[config.mk]
export PLATFORM = sky130hd
export DESIGN_NAME = tcp_connection_fsm
export DESIGN_NICKNAME = d
export VERILOG_FILES = /design/src/rtl/core/tcf_pkg.sv /design/src/rtl/core/tcp_connection_fsm.sv /design/src/rtl/core/tcf_decode.sv /design/src/rtl/core/tcf_out_skid.sv
export SDC_FILE = /design/constraint.sdc
export NUM_CORES = 1
export LEC_CHECK = 0
export ABC_AREA = 1
export BUFFER_PORTS_ARGS = -buffer_cell sky130_fd_sc_hd__buf_2
export CORE_MARGIN = 2
export CORE_UTILIZATION = 38
export DETAILED_ROUTE_END_ITERATION = 16
export GPL_ROUTABILITY_DRIVEN = 0
export GPL_TIMING_DRIVEN = 0
export MAX_ROUTING_LAYER = met4
export PLACE_DENSITY = 0.63
export SYNTH_ARGS = -nofsm -noshare
export SYNTH_HDL_FRONTEND = slang
export SYNTH_SLANG_ARGS = --single-unit
[constraint.sdc]
create_clock -name clk -period 4.12 [get_ports clk]
set_input_delay 0.206 -clock clk [delete_from_list [all_inputs] [get_ports clk]]
set_output_delay 0.206 -clock clk [all_outputs]
set_load 0.02 [all_outputs]
[src/rtl/core/tcf_pkg.sv]
// Package: state and op codes and word types for the TCP connection state machine.
package tcf_pkg;

    localparam int STATE_W = 4;
    localparam int OP_W    = 3;

    localparam logic [STATE_W-1:0] CONN_CLOSED      = 4'd0;
    localparam logic [STATE_W-1:0] CONN_LISTEN      = 4'd1;
    localparam logic [STATE_W-1:0] CONN_SYN_SENT    = 4'd2;
    localparam logic [STATE_W-1:0] CONN_SYN_RCVD    = 4'd3;
    localparam logic [STATE_W-1:0] CONN_ESTABLISHED = 4'd4;
    localparam logic [STATE_W-1:0] CONN_FIN_WAIT_1  = 4'd5;
    localparam logic [STATE_W-1:0] CONN_FIN_WAIT_2  = 4'd6;
    localparam logic [STATE_W-1:0] CONN_CLOSE_WAIT  = 4'd7;
    localparam logic [STATE_W-1:0] CONN_CLOSING     = 4'd8;
    localparam logic [STATE_W-1:0] CONN_LAST_ACK    = 4'd9;
    localparam logic [STATE_W-1:0] CONN_TIME_WAIT   = 4'd10;

    localparam logic [OP_W-1:0] OP_ACTIVE_OPEN  = 3'd0;
    localparam logic [OP_W-1:0] OP_PASSIVE_OPEN = 3'd1;
    localparam logic [OP_W-1:0] OP_SEND         = 3'd2;
    localparam logic [OP_W-1:0] OP_CLOSE        = 3'd3;
    localparam logic [OP_W-1:0] OP_PACKET       = 3'd4;

    typedef struct packed {
        logic [OP_W-1:0] op;
        logic            syn_flag;
        logic            ack_flag;
        logic            fin_flag;
    } evt_t;

    typedef struct packed {
        logic [STATE_W-1:0] conn_state;
        logic               moved;
        logic               fault;
        logic               passed_time_wait;
    } result_t;

endpackage

[src/rtl/core/tcp_connection_fsm.sv]
// Top level: one simplified TCP connection state machine with valid/stall channels.
//
// Usage notes:
// - Event channel (evt_valid, evt_stall, evt_word): one word per connection
//   event, an op plus the SYN/ACK/FIN flags of a packet. A word is taken at a
//   rising edge with evt_valid high and evt_stall low.
// - Result channel (res_valid, res_stall, res_word): exactly one word per
//   event: state after the event, moved, fault and passed_time_wait.
// - The result word is registered: it shows on res_valid from the output
//   register, or waits in the skid stage while the receiver stalls. Throughput:
//   one event per cycle while evt_stall is low, set by the single registered state
//   and the next-state decode in front of it.
// - The state register updates at the edge that takes the event, so the next event already sees the new state.
// - Reset (rst_n low, asynchronous): state goes to closed, both output
//   stages empty, evt_stall low.
// - When the receiver stalls, the waiting result holds in the output register
//   and one more event is taken into the skid stage; evt_stall then rises
//   and stays high until the receiver takes a word.
module tcp_connection_fsm
    import tcf_pkg::*;
(
    input  logic    clk,
    input  logic    rst_n,
    input  logic    evt_valid,
    output logic    evt_stall,
    input  evt_t    evt_word,
    output logic    res_valid,
    input  logic    res_stall,
    output result_t res_word
);

    logic [STATE_W-1:0] state_reg;
    logic [STATE_W-1:0] state_next;
    result_t            dec_res;
    logic               take;

    assign take = evt_valid && !evt_stall;

    tcf_decode u_decode (
        .state (state_reg),
        .evt   (evt_word),
        .res   (dec_res)
    );

    // ignored and fault events leave the state as is; decode already folds that in
    assign state_next = take ? dec_res.conn_state : state_reg;

    always_ff @(posedge clk or negedge rst_n)
    begin
        if (!rst_n)
            state_reg <= CONN_CLOSED;
        else
            state_reg <= state_next;
    end

    tcf_out_skid u_out (
        .clk       (clk),
        .rst_n     (rst_n),
        .push      (take),
        .push_word (dec_res),
        .full      (evt_stall),
        .res_valid (res_valid),
        .res_stall (res_stall),
        .res_word  (res_word)
    );

endmodule

[src/rtl/core/tcf_decode.sv]
// Next-state decode: current connection state plus one event gives the result word.
module tcf_decode
    import tcf_pkg::*;
(
    input  logic [STATE_W-1:0] state,
    input  evt_t               evt,
    output result_t            res
);

    logic [STATE_W-1:0] nxt;
    logic               go;
    logic               bad;
    logic               passed;

    always_comb
    begin
        nxt = state;
        go  = 1'b0;
        bad = 1'b0;
        case (evt.op)
            OP_ACTIVE_OPEN:
            begin
                if (state == CONN_CLOSED)
                begin
                    go  = 1'b1;
                    nxt = CONN_SYN_SENT;
                end
            end
            OP_PASSIVE_OPEN:
            begin
                if (state == CONN_CLOSED)
                begin
                    go  = 1'b1;
                    nxt = CONN_LISTEN;
                end
            end
            OP_SEND:
            begin
                case (state)
                    CONN_LISTEN:
                    begin
                        go  = 1'b1;
                        nxt = CONN_SYN_SENT;
                    end
                    CONN_CLOSED, CONN_FIN_WAIT_1, CONN_FIN_WAIT_2, CONN_CLOSE_WAIT,
                    CONN_CLOSING, CONN_LAST_ACK, CONN_TIME_WAIT:
                        bad = 1'b1;
                    default:
                        bad = 1'b0;
                endcase
            end
            OP_CLOSE:
            begin
                case (state)
                    CONN_LISTEN, CONN_SYN_SENT:
                    begin
                        go  = 1'b1;
                        nxt = CONN_CLOSED;
                    end
                    CONN_SYN_RCVD, CONN_ESTABLISHED:
                    begin
                        go  = 1'b1;
                        nxt = CONN_FIN_WAIT_1;
                    end
                    CONN_CLOSE_WAIT:
                    begin
                        go  = 1'b1;
                        nxt = CONN_LAST_ACK;
                    end
                    default:
                        go = 1'b0;
                endcase
            end
            OP_PACKET:
            begin
                case (state)
                    CONN_LISTEN:
                    begin
                        go  = evt.syn_flag;
                        nxt = CONN_SYN_RCVD;
                    end
                    CONN_SYN_SENT:
                    begin
                        go  = evt.syn_flag;
                        nxt = evt.ack_flag ? CONN_ESTABLISHED : CONN_SYN_RCVD;
                    end
                    CONN_SYN_RCVD:
                    begin
                        go  = evt.ack_flag;
                        nxt = CONN_ESTABLISHED;
                    end
                    CONN_ESTABLISHED:
                    begin
                        go  = evt.fin_flag;
                        nxt = CONN_CLOSE_WAIT;
                    end
                    CONN_FIN_WAIT_1:
                    begin
                        go = evt.fin_flag | evt.ack_flag;
                        if (evt.fin_flag && evt.ack_flag)
                            nxt = CONN_TIME_WAIT;
                        else if (evt.fin_flag)
                            nxt = CONN_CLOSING;
                        else
                            nxt = CONN_FIN_WAIT_2;
                    end
                    CONN_FIN_WAIT_2:
                    begin
                        go  = evt.fin_flag;
                        nxt = CONN_TIME_WAIT;
                    end
                    CONN_CLOSING:
                    begin
                        go  = evt.ack_flag;
                        nxt = CONN_TIME_WAIT;
                    end
                    CONN_LAST_ACK:
                    begin
                        go  = evt.ack_flag;
                        nxt = CONN_CLOSED;
                    end
                    default:
                        go = 1'b0;
                endcase
            end
            default:
                go = 1'b0;
        endcase
    end

    // time_wait is never held: it drops straight through to closed
    assign passed = go && (nxt == CONN_TIME_WAIT);

    always_comb
    begin
        res.moved            = go;
        res.fault            = bad;
        res.passed_time_wait = passed;
        if (!go)
            res.conn_state = state;
        else if (passed)
            res.conn_state = CONN_CLOSED;
        else
            res.conn_state = nxt;
    end

endmodule

[src/rtl/core/tcf_out_skid.sv]
// Result output register with a one-word skid stage behind it.
module tcf_out_skid
    import tcf_pkg::*;
(
    input  logic    clk,
    input  logic    rst_n,
    input  logic    push,
    input  result_t push_word,
    output logic    full,
    output logic    res_valid,
    input  logic    res_stall,
    output result_t res_word
);

    logic    main_valid_reg;
    logic    skid_valid_reg;
    result_t main_reg;
    result_t skid_reg;
    logic    pop;

    assign pop       = main_valid_reg && !res_stall;
    assign full      = skid_valid_reg;
    assign res_valid = main_valid_reg;
    assign res_word  = main_reg;

    always_ff @(posedge clk or negedge rst_n)
    begin
        if (!rst_n)
        begin
            main_valid_reg <= 1'b0;
            skid_valid_reg <= 1'b0;
        end
        else if (skid_valid_reg)
        begin
            if (pop)
            begin
                main_valid_reg <= 1'b1;
                skid_valid_reg <= 1'b0;
            end
        end
        else if (push)
        begin
            if (!main_valid_reg || pop)
                main_valid_reg <= 1'b1;
            else
                skid_valid_reg <= 1'b1;
        end
        else if (pop)
        begin
            main_valid_reg <= 1'b0;
        end
    end

    always_ff @(posedge clk)
    begin
        if (skid_valid_reg)
        begin
            if (pop)
                main_reg <= skid_reg;
        end
        else if (push)
        begin
            if (!main_valid_reg || pop)
                main_reg <= push_word;
            else
                skid_reg <= push_word;
        end
    end

endmodule

Word level (Yosys, flattened, before mapping). Index checks and enable logic that the tools add are counted. W data, S select, Z words.

Reductions and logical operators: 24. Muxes and demuxes: 31. Bitwise gates (word level): 3. Equality and inequality tests: 17.

Operators with widths (number): $mux W4 (7); $mux W7 (4); $pmux W4 S7 (1); $pmux W4 S5 (1); $eq A4 B3 Y1 const B (4); $eq A4 B4 Y1 const B (4); $mux W1 (14); $pmux W4 S3 (1); $reduce_or A2 Y1 (5); $reduce_and A3 Y1 (3); $eq A4 B2 Y1 const B (2); $pmux W1 S4 (2); $reduce_or A7 Y1 (1); $eq A3 B2 Y1 const B (2); $reduce_bool A2 Y1 (3); $reduce_or A5 Y1 (1); $eq A4 B1 Y1 const B (1); $logic_and A1 B1 Y1 (4); $logic_not A4 Y1 (1); $eq A3 B1 Y1 const B (1); $eq A3 B3 Y1 const B (1); $logic_not A1 Y1 (3); $logic_not A3 Y1 (1); $mux W3 (1); 6 further kinds (7).

Output and inout port bits: 9. Input port bits: 10. Register bits after elaboration: 20.

Logic depth before layout (Yosys ltp).
Depth in word-level cells: 11. Depth in mapped cells: 17. Gate-level depth less buffers: 16.

Modules after synthesis. From an unflattened synthesis, not the netlist that was laid out.

Cells, all modules: 210. Area total of the unflattened synthesis: 1438.9 um^2.

Modules (own cells, without submodules): tcf_decode (cells an instance 138, times used 1, area an instance 644.4 um^2); tcf_out_skid (cells an instance 53, times used 1, area an instance 630.6 um^2); tcp_connection_fsm (cells an instance 19, times used 1, area an instance 163.9 um^2).

Worst setup path after synthesis. Ideal clock, no wire load.

Kind: reg-to-reg. Start: register state_reg[0]. End: register u_out.main_reg (netlist bit u_out.res_word[6]) (data pin). Cell stages (with the launch flop): 16. Setup slack: 2.218 ns. Clock period less this slack: 1.902 ns. Data required time: 3.867 ns. Arrival: 1.650 ns. Library setup time: 0.253 ns. Cells stage by stage: dfrtp_1 buf_4 nor2_1 nand2_4 nand2_2 nor2_8 nand2_4 nand2_1 nand3_1 nand3_2 nor2_2 nand2_2 nand2_2 nand2_2 nand2_1 nand2_1.

RTL lines: start: declaration (RTL line tcp_connection_fsm.sv:32) `logic [STATE_W-1:0] state_reg;`; start signal: assignment (RTL line tcp_connection_fsm.sv:53) `state_reg <= state_next;`; end signal: assignment (RTL line tcf_out_skid.sv:59) `main_reg <= skid_reg;`; end signal: assignment (RTL line tcf_out_skid.sv:64) `main_reg <= push_word;`; end: declaration (RTL line tcf_out_skid.sv:17) `result_t main_reg;`.

==> results_dict.tcl <==
set metrics [dict create \
    status "finished, final reports clean" \
    cap_violations 0 \
    fin_nets 226 \
    cts_buffers 3 \
    grt_pass1_wl_um 4995 \
    routed_wl_um 2903 \
    clock_sinks 20 \
    r2r-end "u_out.res_word[6]" \
    pin_count 19 \
    setup_tns_ns 0 \
    setup_viol 0 \
    path_clk_slew_ns 0.07 \
    power_uw 1195 \
    r2r_setup_slack_ns 1.90 \
    crit_required_ns 4.13 \
    die_y_um 64.95 \
    rows 22 \
    ys_seq_area_share_pct 40.43 \
    power_density_mw_per_mm2 734.9 \
    clk_path_buf_depth 2 \
    crit-reg2reg-launch "state_reg[3]" \
    synth_cells 192 \
    syn_avg_cell_area_um2 7.351 \
    cpLargestDelayFamily "simple AND/OR/NAND/NOR gates" \
    leakage_uw 0.0008331 \
    ir_worst_vdd_v 0.0002213 \
    critPathArrivalTime_ns 2.24 \
    htree_levels 1 \
    cts_tree "built" \
    hold_path.class "in2reg" \
    dr.pass1.iters 4 \
    crit_buf_inv 0 \
    synth_nets 202 \
    cp_max_fo 8 \
    hold_path_end "u_out.full" \
    die_area_mm2 0.004218 \
    grt_use_total_pct 15.64 \
    hold_viol_final 0 \
    core_area_mm2 0.003606 \
    period_share_pct 53.99 \
    postRouteAntennaNets 0 \
    cp_cell_sequence "nor2_2, nand2_1, nand2_1, a21oi_1, nor2_1, nand3_1, nor2_2, nand2_2, nand2_2, nand2_2, nand2_1, nand2_1" \
    insertion_delay_ns 0.25 \
    ys_async_sr_fraction_pct 30.00 \
    synth_area_mm2 0.001411 \
    crit_path_end_kind "flip-flop" \
    holdCritStartpoint "res_stall" \
    antenna-diode-count 0 \
    synth-edff-count 14 \
    start_util_pct 39.14 \
    critPathMaxStageDelay_ns 0.48 \
    area_growth_pct 15.25 \
    drive_gt1_share_pct 24.65 \
    slew_violations 0 \
    ys.flop_type "edfxtp_1" \
    fin_skew_ns 0.001953 \
    antenna_found_initial 0 \
    slowest_stage "dfrtp_1" \
    max_clock_freq_ghz 0.4496 \
    routed_via_density 4.859 \
    grt_pass1_vias 1127 \
    drc 0 \
    root_buffer "clkbuf_8" \
    crit_top_cell "nand2_1" \
    synth_cell_type_count 23 \
    r2r_cells 12 \
    portBuffers 18 \
    synth-warning-count 0 \
    critPathLaunchType "flip-flop" \
    die_w_um 64.95 \
    hold_ws_ns 0.2270 \
    slew_headroom_pct 52.79 \
    rsz0062_at_grt "false" \
    tightest_slew_ns 0.7081 \
    cts_setup_buffers 0 \
    grt-ovfl-total 0 \
    grt_max_degree 12 \
    drt-initial-drc-count 53 \
    place_hpwl_um 2343 \
    ys_ff_latch 20 \
    fin_crit_ns 2.224 \
    vias 1278 \
    wl_per_cell_um 11.04 \
    whs_path_depth 3 \
    ctsResizeCount 0 \
    critical_path_class "reg2reg" \
]
-- per-layer routing --
layer  track usage [%]  part of all wire [%]  wire length (µm)  up-vias
li1                  -                     -                 -      683
met1             21.27                    51              1474      571
met2             23.97                    46              1335       22
met3             2.604                   2.4                69        2
met4             4.787                  0.79                23        0
met5                 -                     0                 0        -
-- synth_stat cells (2+ instances only) --
| cell type | n | area share (%) |
|---|---|---|
| a31oi_1 | 2 | 0.89 |
| nor2_2 | 4 | 1.8 |
| o21ai_1 | 4 | 1.4 |
| edfxtp_1 | 14 | 30 |
| dfrtp_1 | 6 | 11 |
| inv_1 | 17 | 4.5 |
| nand2_1 | 54 | 14 |
| nand2_4 | 4 | 3.2 |
| nand2_2 | 9 | 4.0 |
| inv_2 | 7 | 1.9 |
| nor2_4 | 2 | 1.6 |
| o21ai_0 | 13 | 4.6 |
| nor2_1 | 16 | 4.3 |
| nand4_1 | 3 | 1.3 |
| a21oi_1 | 4 | 1.4 |
| nand3_1 | 24 | 8.5 |
| nand3_2 | 3 | 2.1 |
-- metrics by stage --
stage / setup slack, ns / util (%) / std cells / cell area [µm²]
2_1_floorplan: 2.218 / - / 192 / 1411
3_3_place_gp: 1.938 / 43.30 / 258 / 1562
3_5_place_dp: 1.930 / 43.30 / 258 / 1562
4_1_cts: 1.909 / 45.11 / 263 / 1627
5_1_grt: 1.666 / 45.11 / 263 / 1627
6_report: 1.896 / 45.11 / 263 / 1627
-- worst max-delay path by stage --
stage | cells past startpoint | to | slack, ns | start
2_1_floorplan | 15 | u_out.res_word[6] | 2.22 | state_reg[0]
3_3_place_gp | 12 | u_out.res_word[4] | 1.94 | state_reg[3]
3_5_place_dp | 12 | u_out.res_word[6] | 1.93 | state_reg[3]
4_1_cts | 12 | u_out.res_word[6] | 1.91 | state_reg[3]
5_1_grt | 12 | u_out.res_word[6] | 1.67 | state_reg[3]
6_report | 12 | u_out.res_word[6] | 1.90 | state_reg[3]
-- area by class of cell --
cell class | instances | area (µm²)
Sequential cell | 20 | 570.5
Fill cell | 376 | 1979
Inverter | 24 | 90.09
Timing Repair Buffer | 19 | 100.1
Clock buffer | 4 | 55.05
Buffer | 2 | 11.26
Multi-Input combinational cell | 146 | 739.5
Tap cell | 48 | 60.06
-- kinds of logic (layout without fill, tap and decap cells) --
group           Yosys count  count (layout)  share of synthesized area, %
simple gates            122             122                         43.35
compound gates           24              24                         9.042
buf+inv                  26              49                         7.181
flops                    20              20                         40.43
-- what timing repair did --
action	4_1_cts	5_1_grt
endpoints found under the hold margin	6	0
endpoints found under the setup margin	0	0
hold buffers	1	0
-- where the power goes --
group	total, µW	internal (µW)	switching, µW
Sequential	362	315	46.9
Clock	146	84.9	60.6
Combinational	688	219	468
-- cell usage in the layout (no fill, tap or decap), drive strengths merged, types with 3 or more instances in the layout --
| cell type | count |
|---|---|
| nand2 | 67 |
| nand3 | 27 |
| inv | 24 |
| nor2 | 23 |
| buf | 19 |
| o21ai | 17 |
| edfxtp | 14 |
| dfrtp | 6 |
| clkbuf | 5 |
| a21oi | 4 |
| nand4 | 3 |
-- tightest hold or removal path, cell delays in order --
cell and delay (ns):
buf_2 0.10, o21ai_0 0.07, o21ai_0 0.07
No activity file was read; power rests on OpenSTA's default activity.
